<file path="src/hw/rtl/alr_pkg.sv">
// ----------------------------------------------------------------------------
// alr_pkg
// Shared types and constants for the audio loop recorder and player: item
// op codes, configuration register indexes, status flags and reset values.
// ----------------------------------------------------------------------------
package alr_pkg;

  // default sizing of the loop memory and sample words
  localparam int MEM_DEPTH_DEF   = 65536;
  localparam int SAMPLE_BITS_DEF = 16;

  // fixed field widths
  localparam int POS_BITS      = 17;
  localparam int FRAME_BITS    = 16;
  localparam int GAIN_BITS     = 16;
  localparam int FRAC_BITS     = 12;
  localparam int OP_BITS       = 3;
  localparam int CFG_IDX_BITS  = 3;
  localparam int CFG_DATA_BITS = 17;

  // register reset values
  localparam logic [POS_BITS-1:0]   LOOP_LENGTH_RST = 17'd65536;
  localparam logic [FRAME_BITS-1:0] START_FRAME_RST = 16'd0;
  localparam logic [POS_BITS-1:0]   END_FRAME_RST   = 17'd65536;
  localparam logic                  LOOP_PLAY_RST   = 1'b1;
  localparam logic                  LOOP_REC_RST    = 1'b0;

  // item op codes
  typedef enum logic [OP_BITS-1:0] {
    OP_SAMPLE    = 3'd0,
    OP_RESET_POS = 3'd1,
    OP_PLAY      = 3'd2,
    OP_RECORD    = 3'd3,
    OP_SET_POS   = 3'd4
  } op_t;

  // configuration register indexes
  typedef enum logic [CFG_IDX_BITS-1:0] {
    CFG_LOOP_LENGTH = 3'd0,
    CFG_START_FRAME = 3'd1,
    CFG_END_FRAME   = 3'd2,
    CFG_LOOP_PLAY   = 3'd3,
    CFG_LOOP_REC    = 3'd4
  } cfg_idx_t;

  // status flags carried with each result
  typedef struct packed {
    logic playing;
    logic recording;
    logic stopped;
  } status_t;

endpackage

</file>
<file path="src/hw/rtl/alr_mac.sv">
// ----------------------------------------------------------------------------
// alr_mac
// Sample times Q3.12 gain (when use_prod is set) plus an addend, rounded half
// up to the sample grid and saturated to the signed sample range.
// ----------------------------------------------------------------------------
module alr_mac #(
  parameter int SAMPLE_BITS = alr_pkg::SAMPLE_BITS_DEF
) (
  input  logic signed [SAMPLE_BITS-1:0]                    smp,
  input  logic signed [alr_pkg::GAIN_BITS-1:0]             gain,
  input  logic                                             use_prod,
  input  logic signed [SAMPLE_BITS+alr_pkg::GAIN_BITS-1:0] addend,
  output logic signed [SAMPLE_BITS-1:0]                    result
);
  import alr_pkg::*;

  localparam int PW = SAMPLE_BITS + GAIN_BITS;
  localparam int AW = PW + 2;
  localparam logic signed [AW-1:0] HALF   = AW'(1 <<< (FRAC_BITS - 1));
  localparam logic signed [AW-1:0] SAT_HI = AW'((64'sd1 <<< (SAMPLE_BITS - 1)) - 64'sd1);
  localparam logic signed [AW-1:0] SAT_LO = -SAT_HI - AW'(1);

  logic signed [PW-1:0] prod;
  logic signed [AW-1:0] acc;
  logic signed [AW-1:0] scaled;

  // product, sum and rounding offset (signed zero keeps the product signed)
  assign prod   = use_prod ? smp * gain : PW'(0);
  assign acc    = {{2{prod[PW-1]}}, prod} + {{2{addend[PW-1]}}, addend} + HALF;
  assign scaled = acc >>> FRAC_BITS;

  // clamp to the sample range
  always_comb begin
    if (scaled > SAT_HI) begin
      result = SAT_HI[SAMPLE_BITS-1:0];
    end else if (scaled < SAT_LO) begin
      result = SAT_LO[SAMPLE_BITS-1:0];
    end else begin
      result = scaled[SAMPLE_BITS-1:0];
    end
  end

endmodule

</file>
<file path="config.mk">
export PLATFORM = sky130hd
export DESIGN_NAME = alr_mac
export DESIGN_NICKNAME = d
export VERILOG_FILES = /design/src/hw/rtl/alr_pkg.sv /design/src/hw/rtl/alr_mac.sv
export SDC_FILE = /design/constraint.sdc
export NUM_CORES = 1
export LEC_CHECK = 0
export ABC_CLOCK_PERIOD_IN_PS = 12700
export BUFFER_PORTS_ARGS = -buffer_cell sky130_fd_sc_hd__buf_4
export CAP_MARGIN = 20
export CORE_MARGIN = 2
export CORE_UTILIZATION = 39
export DETAILED_ROUTE_END_ITERATION = 10
export PLACE_DENSITY = 0.55
export SYNTH_ARGS = -nofsm -noshare
export SYNTH_HDL_FRONTEND = slang
export SYNTH_SLANG_ARGS = --single-unit
</file>
<file path="constraint.sdc">
create_clock -name vclk -period 12.7
set_input_delay 1.905 -clock vclk [all_inputs]
set_output_delay 1.905 -clock vclk [all_outputs]
set_load 0.005 [all_outputs]
</file>
==> impl_metrics.json, run 1 <==
{
  "outcome": "finished, final reports clean",
  "die_y_um": 181,
  "path_max_fanout": 16,
  "drc": 0,
  "clkbuf_count": 0,
  "period_minus_slack_ps": 12290,
  "firstDrtPassIters": 5,
  "synth_fp_nets": 1877,
  "ys_warn_count": 0,
  "io_buffers": 81,
  "nFlopsAndLatches": 0,
  "start_kind": "input pin",
  "synth_top_area_share_pct": 43.1,
  "critPathTopFamily": "adder cells",
  "grt_max_degree": 38,
  "crit_start": "smp[7]",
  "cp.arrival_ps": 10390,
  "num_vias": 9518,
  "die_w_um": 181,
  "synth_commonest_cells": "inv_1, fa_1, nand2_1",
  "maxCapViolCount": 0,
  "rows": 64,
  "slew_headroom_pct": 67.1,
  "start_util_pct": 39.7,
  "gr-usage-all-layers_pct": 18.5,
  "cp.required_ps": 10800,
  "postSynthCellCount": 1406,
  "yosysSeqAreaShare_pct": 0,
  "wl_per_cell_um": 16.1,
  "regArea_um2": 0,
  "cp.buffers_inverters": 7,
  "num_io_pins": 81,
  "drive_gt1_share_pct": 8.20,
  "syn_to_final_growth_pct": 8.68,
  "path_class": "in -> out",
  "place_congestion": 0.854,
  "antenna_found_initial": 0,
  "grt_overflow": 0,
  "fin_setup_tns_ps": 0,
  "max_freq_mhz": 81.3,
  "nets": 1925,
  "hold_buffers": 0,
  "antenna_cells": 0,
  "hold_viol": 0,
  "syn_avg_cell_area_um2": 8.66,
  "dieArea_um2": 32700,
  "wirelength_um": 29700,
  "yosysUniqueCellTypes": 66,
  "grt_pass1_vias": 9811,
  "grt_pass1_wl_um": 49500,
  "ant_nets": 0,
  "cp-end-kind": "primary output",
  "hold_path_class": "in -> out",
  "yosysMostFrequentCell": "inv_1",
  "maxSlewViolCount": 0,
  "slowest_stage": "fa_1",
  "finalSetupViolations": 0,
  "cpPeakStageDelay_ps": 550,
  "fin_crit_sh_pct": 96.8,
  "synthTopCellsByArea": "fa_1, ha_1, inv_1",
  "core_um2": 30700,
  "tightestPinTransition_ps": 493,
  "syn-cell-area_um2": 12200,
  "yosysTopAreaCell": "fa_1",
  "hpwlAfterDp_um": 25800,
  "drt_iter0_drc": 425,
  "hold_start": "addend[31]",
  "post_drt_via_cell_ratio": 5.15,
  "crit_top_cell": "fa_1"
}
cells by family (layout without fill, tap and decap cells):
logic type | Yosys count | in the layout | share of synthesized area [%]
AOI/OAI and AO/OA | 195 | 195 | 10.8
and+or+nand+nor | 403 | 403 | 16.9
adders and majority gates | 406 | 406 | 57.9
muxes | 1 | 1 | 0.0925
xor gates and xnor gates | 46 | 46 | 3.31
buffers and inverters | 355 | 401 | 11.1
routing by layer:
layer	GRT usage, %	share of wire [%]	vias to the layer above
li1	-	-	4460
met1	25.1	43	4872
met2	33.4	53	158
met3	0.544	2.6	28
met4	2.81	1.7	0
met5	0	0	-
worst paths after layout:
| path | end | cells past startpoint |
|---|---|---|
| hold / removal | result[15] | 4 |
| setup / recovery | result[0] | 33 |
layout by cell type, fill, tap and decap left out, types with 13 or more instances in the layout:
cell | synthesis | routed
xor2_1 | 14 | 13
buf_4 | 2 | 93
o21a_1 | 19 | 19
a21o_1 | 25 | 25
ha_1 | 144 | 142
and2_1 | 135 | 135
inv_1 | 308 | 308
a21oi_1 | 58 | 55
xnor2_1 | 32 | 32
nand2_1 | 166 | 166
o21ai_0 | 35 | 34
nor2_1 | 32 | 31
fa_1 | 262 | 260
nand3_1 | 14 | 14
tightest hold or removal path, cell delays in order:
cell and delay [ps]:
buf_4 90, ha_1 160, a31o_2 220, buf_4 120
final cells by class:
type / count / area (um2)
tap: 396 / 495
multi-input combinational: 1051 / 10900
timing repair buffer: 93 / 698
fill: 3116 / 17400
inverter: 308 / 1160
through the flow:
| stage | instances | instance area (um2) | hold slack [ps] | utilization [%] | setup slack (ps) |
|---|---|---|---|---|---|
| 5_1_grt | 1848 | 13200 | 4450 | 43.2 | -8.57 |
| 2_1_floorplan | 1406 | 12200 | 4150 | - | 762 |
| 3_5_place_dp | 1846 | 13200 | 4420 | 42.9 | 195 |
| 6_report | 1848 | 13200 | 4410 | 43.2 | 407 |
| 4_1_cts | 1846 | 13200 | 4430 | 42.9 | 164 |
| 3_3_place_gp | 1846 | 13200 | 4430 | 42.9 | 233 |
repair_timing:
action	CTS	global route
endpoints found under the setup margin	0	15
setup buffers	0	2
gates resized for setup	0	15
Power of run 1 is left out: the tool's default activity adds up to more than one toggle a clock period on the data nets, which glitch-free logic cannot reach.
==> inputs of run 2 (changes only) <==
--- a/config.mk
+++ b/config.mk
@@ -6,12 +6,12 @@
 export NUM_CORES = 1
 export LEC_CHECK = 0
 export ABC_CLOCK_PERIOD_IN_PS = 12700
-export BUFFER_PORTS_ARGS = -buffer_cell sky130_fd_sc_hd__buf_4
 export CAP_MARGIN = 20
 export CORE_MARGIN = 2
 export CORE_UTILIZATION = 39
 export DETAILED_ROUTE_END_ITERATION = 10
-export PLACE_DENSITY = 0.55
+export DONT_BUFFER_PORTS = 1
+export PLACE_DENSITY_LB_ADDON = 0.2
 export SYNTH_ARGS = -nofsm -noshare
 export SYNTH_HDL_FRONTEND = slang
 export SYNTH_SLANG_ARGS = --single-unit
==> impl_metrics.json, run 2 (synthesis gave the netlist of run 1 again) <==
{
  "outcome": "finished, final reports clean",
  "place_congestion": 0.881,
  "hpwlAfterDp_um": 25700,
  "fin_crit_sh_pct": 96.0,
  "path_class": "in -> out",
  "period_minus_slack_ps": 12190,
  "drc": 0,
  "start_kind": "input pin",
  "clkbuf_count": 0,
  "slowest_stage": "or4b_1",
  "busiest_layer": "met2",
  "syn_to_final_growth_pct": 3.12,
  "antenna_found_initial": 0,
  "wirelength_um": 29400,
  "core_um2": 30700,
  "max_freq_mhz": 82.0,
  "met1_usage_pct": 23.7,
  "crit_start": "smp[2]",
  "hold_start": "addend[31]",
  "crit_top_cell": "fa_1",
  "grt_pass1_wl_um": 49200,
  "cp.required_ps": 10800,
  "gr-usage-all-layers_pct": 18.4,
  "use_met3_pct": 0.927,
  "drive_gt1_share_pct": 1.83,
  "antenna_cells": 0,
  "maxSlewViolCount": 0,
  "hold_buffers": 0,
  "num_io_pins": 81,
  "finalSetupViolations": 0,
  "nFillCells": 3139,
  "tightestPinTransition_ps": 512,
  "nFlopsAndLatches": 0,
  "firstDrtPassIters": 4,
  "regArea_um2": 0,
  "cp-end-kind": "primary output",
  "final_common_cell": "inv_1",
  "hold_path_class": "in -> out",
  "grt_pass1_vias": 9687,
  "hold_viol": 0,
  "cpPeakStageDelay_ps": 560,
  "start_util_pct": 39.7,
  "io_buffers": 0,
  "grt_overflow": 0,
  "timing.hold.ws_ps": 4210,
  "use_met2_pct": 34.0,
  "path_max_fanout": 16,
  "nets": 1838,
  "dp_slack_ps": 160,
  "post_drt_via_cell_ratio": 5.18,
  "cp.arrival_ps": 10280,
  "die_y_um": 181,
  "drt_iter0_drc": 311,
  "final_cell_mix": "inv_1, fa_1, nand2_1",
  "slew_headroom_pct": 65.4,
  "ant_nets": 0,
  "rows": 64,
  "grt_max_degree": 38,
  "maxCapViolCount": 0,
  "wl_per_cell_um": 16.7,
  "setup_ws_ps": 510,
  "die_w_um": 181,
  "num_vias": 9114,
  "dieArea_um2": 32700
}
## run 2: cell types whose count changed in the layout (fill, tap and decap cells not counted), moves of 2 or more
cell   delta
buf_4    -87
fa_1      +2
fa_2      -2
ha_1      +2
ha_2      -2
## run 2: critical path: cells and delay by family
family                   cells  cell delay (ps)
adder cells (fa/ha/maj)      9             3840
AO/OA/AOI/OAI               10             2340
AND/OR/NAND/NOR              8             1470
buffers and inverters        7              710
## run 2: stage by stage
stage | util, % | instance area (um2) | setup TNS [ps] | std cells
after floorplan | - | 12200 | 0 | 1406
after global placement | 40.8 | 12500 | 0 | 1759
after detailed placement | 40.8 | 12500 | 0 | 1759
after CTS | 40.8 | 12500 | 0 | 1759
after global routing | 41.0 | 12600 | -109 | 1761
final | 41.0 | 12600 | 0 | 1761
## run 2: cell type report
type	instances	area, um2	share of cell area (%)
repair buffers	6	45.0	0.359
well taps	396	495	3.95
multi-input cells	1051	10900	86.5
inverters	308	1160	9.21
## run 2: worst paths after layout
path                         end  slack [ps]  depth (start not counted)
worst max-delay path   result[0]         510                         34
worst min-delay path  result[15]        4210                          2
## run 2: metal layers
layer | share of wire (%) | up-vias
met5 | 0 | -
met4 | 2.7 | 0
met3 | 2.5 | 36
met2 | 53 | 132
met1 | 42 | 4659
li1 | - | 4287
## run 2: what timing repair did
item                                    4_1_cts  5_1_grt
buffers inserted                              0        1
gates resized for setup                       0        8
endpoints found under the setup margin        0       14
Power of run 2 is left out for the same reason.
==> inputs of run 3 (changes only) <==
--- a/config.mk
+++ b/config.mk
@@ -7,6 +7,8 @@
 export LEC_CHECK = 0
 export ABC_CLOCK_PERIOD_IN_PS = 12700
 export CAP_MARGIN = 20
+export CELL_PAD_IN_SITES_DETAIL_PLACEMENT = 0
+export CELL_PAD_IN_SITES_GLOBAL_PLACEMENT = 2
 export CORE_MARGIN = 2
 export CORE_UTILIZATION = 39
 export DETAILED_ROUTE_END_ITERATION = 10
==> impl_metrics.json, run 3 (synthesis gave the netlist of run 1 again) <==
{
  "outcome": "finished, final reports clean",
  "antenna_found_initial": 0,
  "slew_headroom_pct": 63.4,
  "finalSetupViolations": 0,
  "grt_pass1_wl_um": 52000,
  "wl_per_cell_um": 17.9,
  "grt_pass1_vias": 9729,
  "num_vias": 9097,
  "path_max_fanout": 16,
  "max_freq_mhz": 82.1,
  "critPathTopFamily": "adder cells",
  "grt_max_degree": 38,
  "clkbuf_count": 0,
  "cpPeakStageDelay_ps": 740,
  "fin_setup_tns_ps": 0,
  "cp-end-kind": "primary output",
  "rows": 64,
  "core_um2": 30700,
  "gr-usage-all-layers_pct": 19.7,
  "syn_to_final_growth_pct": 2.90,
  "hold_buffers": 0,
  "grt_setup_unrepaired": "no",
  "fin_crit_sh_pct": 95.9,
  "period_minus_slack_ps": 12180,
  "crit_top_cell": "fa_1",
  "nFlopsAndLatches": 0,
  "nFillCells": 3177,
  "nets": 1837,
  "post_drt_via_cell_ratio": 5.17,
  "firstDrtPassIters": 4,
  "die_w_um": 181,
  "place_area_um2": 12500,
  "die_y_um": 181,
  "ant_nets": 0,
  "cp.arrival_ps": 10270,
  "cp.required_ps": 10800,
  "final_area_um2": 12500,
  "final_cell_mix": "inv_1, fa_1, nand2_1",
  "antenna_cells": 0,
  "cp.buffers_inverters": 6,
  "hold_path_class": "in -> out",
  "final_common_cell": "inv_1",
  "slowest_stage": "fa_1",
  "maxSlewViolCount": 0,
  "wirelength_um": 31500,
  "maxCapViolCount": 0,
  "num_io_pins": 81,
  "path_class": "in -> out",
  "start_kind": "input pin",
  "regArea_um2": 0,
  "io_buffers": 0,
  "hpwlAfterDp_um": 27600,
  "hold_viol": 0,
  "tightestPinTransition_ps": 542,
  "grt_overflow": 0,
  "place_congestion": 0.791,
  "start_util_pct": 39.7,
  "dieArea_um2": 32700,
  "postCtsResizedCells": 0,
  "drt_iter0_drc": 382,
  "drive_gt1_share_pct": 1.61,
  "postCtsSetupBuffers": 0,
  "drc": 0
}
[run 3: metal layers]
metal | track usage (%) | vias up | routed length, um | share of wire (%)
met2 | 35.8 | 117 | 16600 | 53
met5 | 0 | - | 0 | 0
met1 | 26.9 | 4673 | 13800 | 44
met4 | 2.00 | 0 | 339 | 1.1
li1 | - | 4291 | - | -
met3 | 1.05 | 16 | 771 | 2.5
[run 3: final cells by class]
cell class                      count  area, um2  area share (%)
Timing Repair Buffer                5       37.5           0.300
Multi-Input combinational cell   1051      10800            86.5
Inverter                          308       1160            9.23
Tap cell                          396        495            3.95
[run 3: worst paths after layout]
kind	start	end	slack, ps	cells after the start
setup / recovery	gain[1]	result[0]	520	32
hold / removal	addend[31]	result[15]	4190	2
[run 3: metrics by stage]
step | cells | worst slack (ps) | hold WS [ps] | utilization, %
4_1_cts | 1760 | 385 | 4190 | 40.8
6_report | 1760 | 521 | 4190 | 40.9
5_1_grt | 1760 | 19.6 | 4230 | 40.9
2_1_floorplan | 1406 | 762 | 4150 | -
3_3_place_gp | 1760 | 500 | 4190 | 40.8
3_5_place_dp | 1760 | 425 | 4190 | 40.8
Power of run 3 is left out for the same reason.
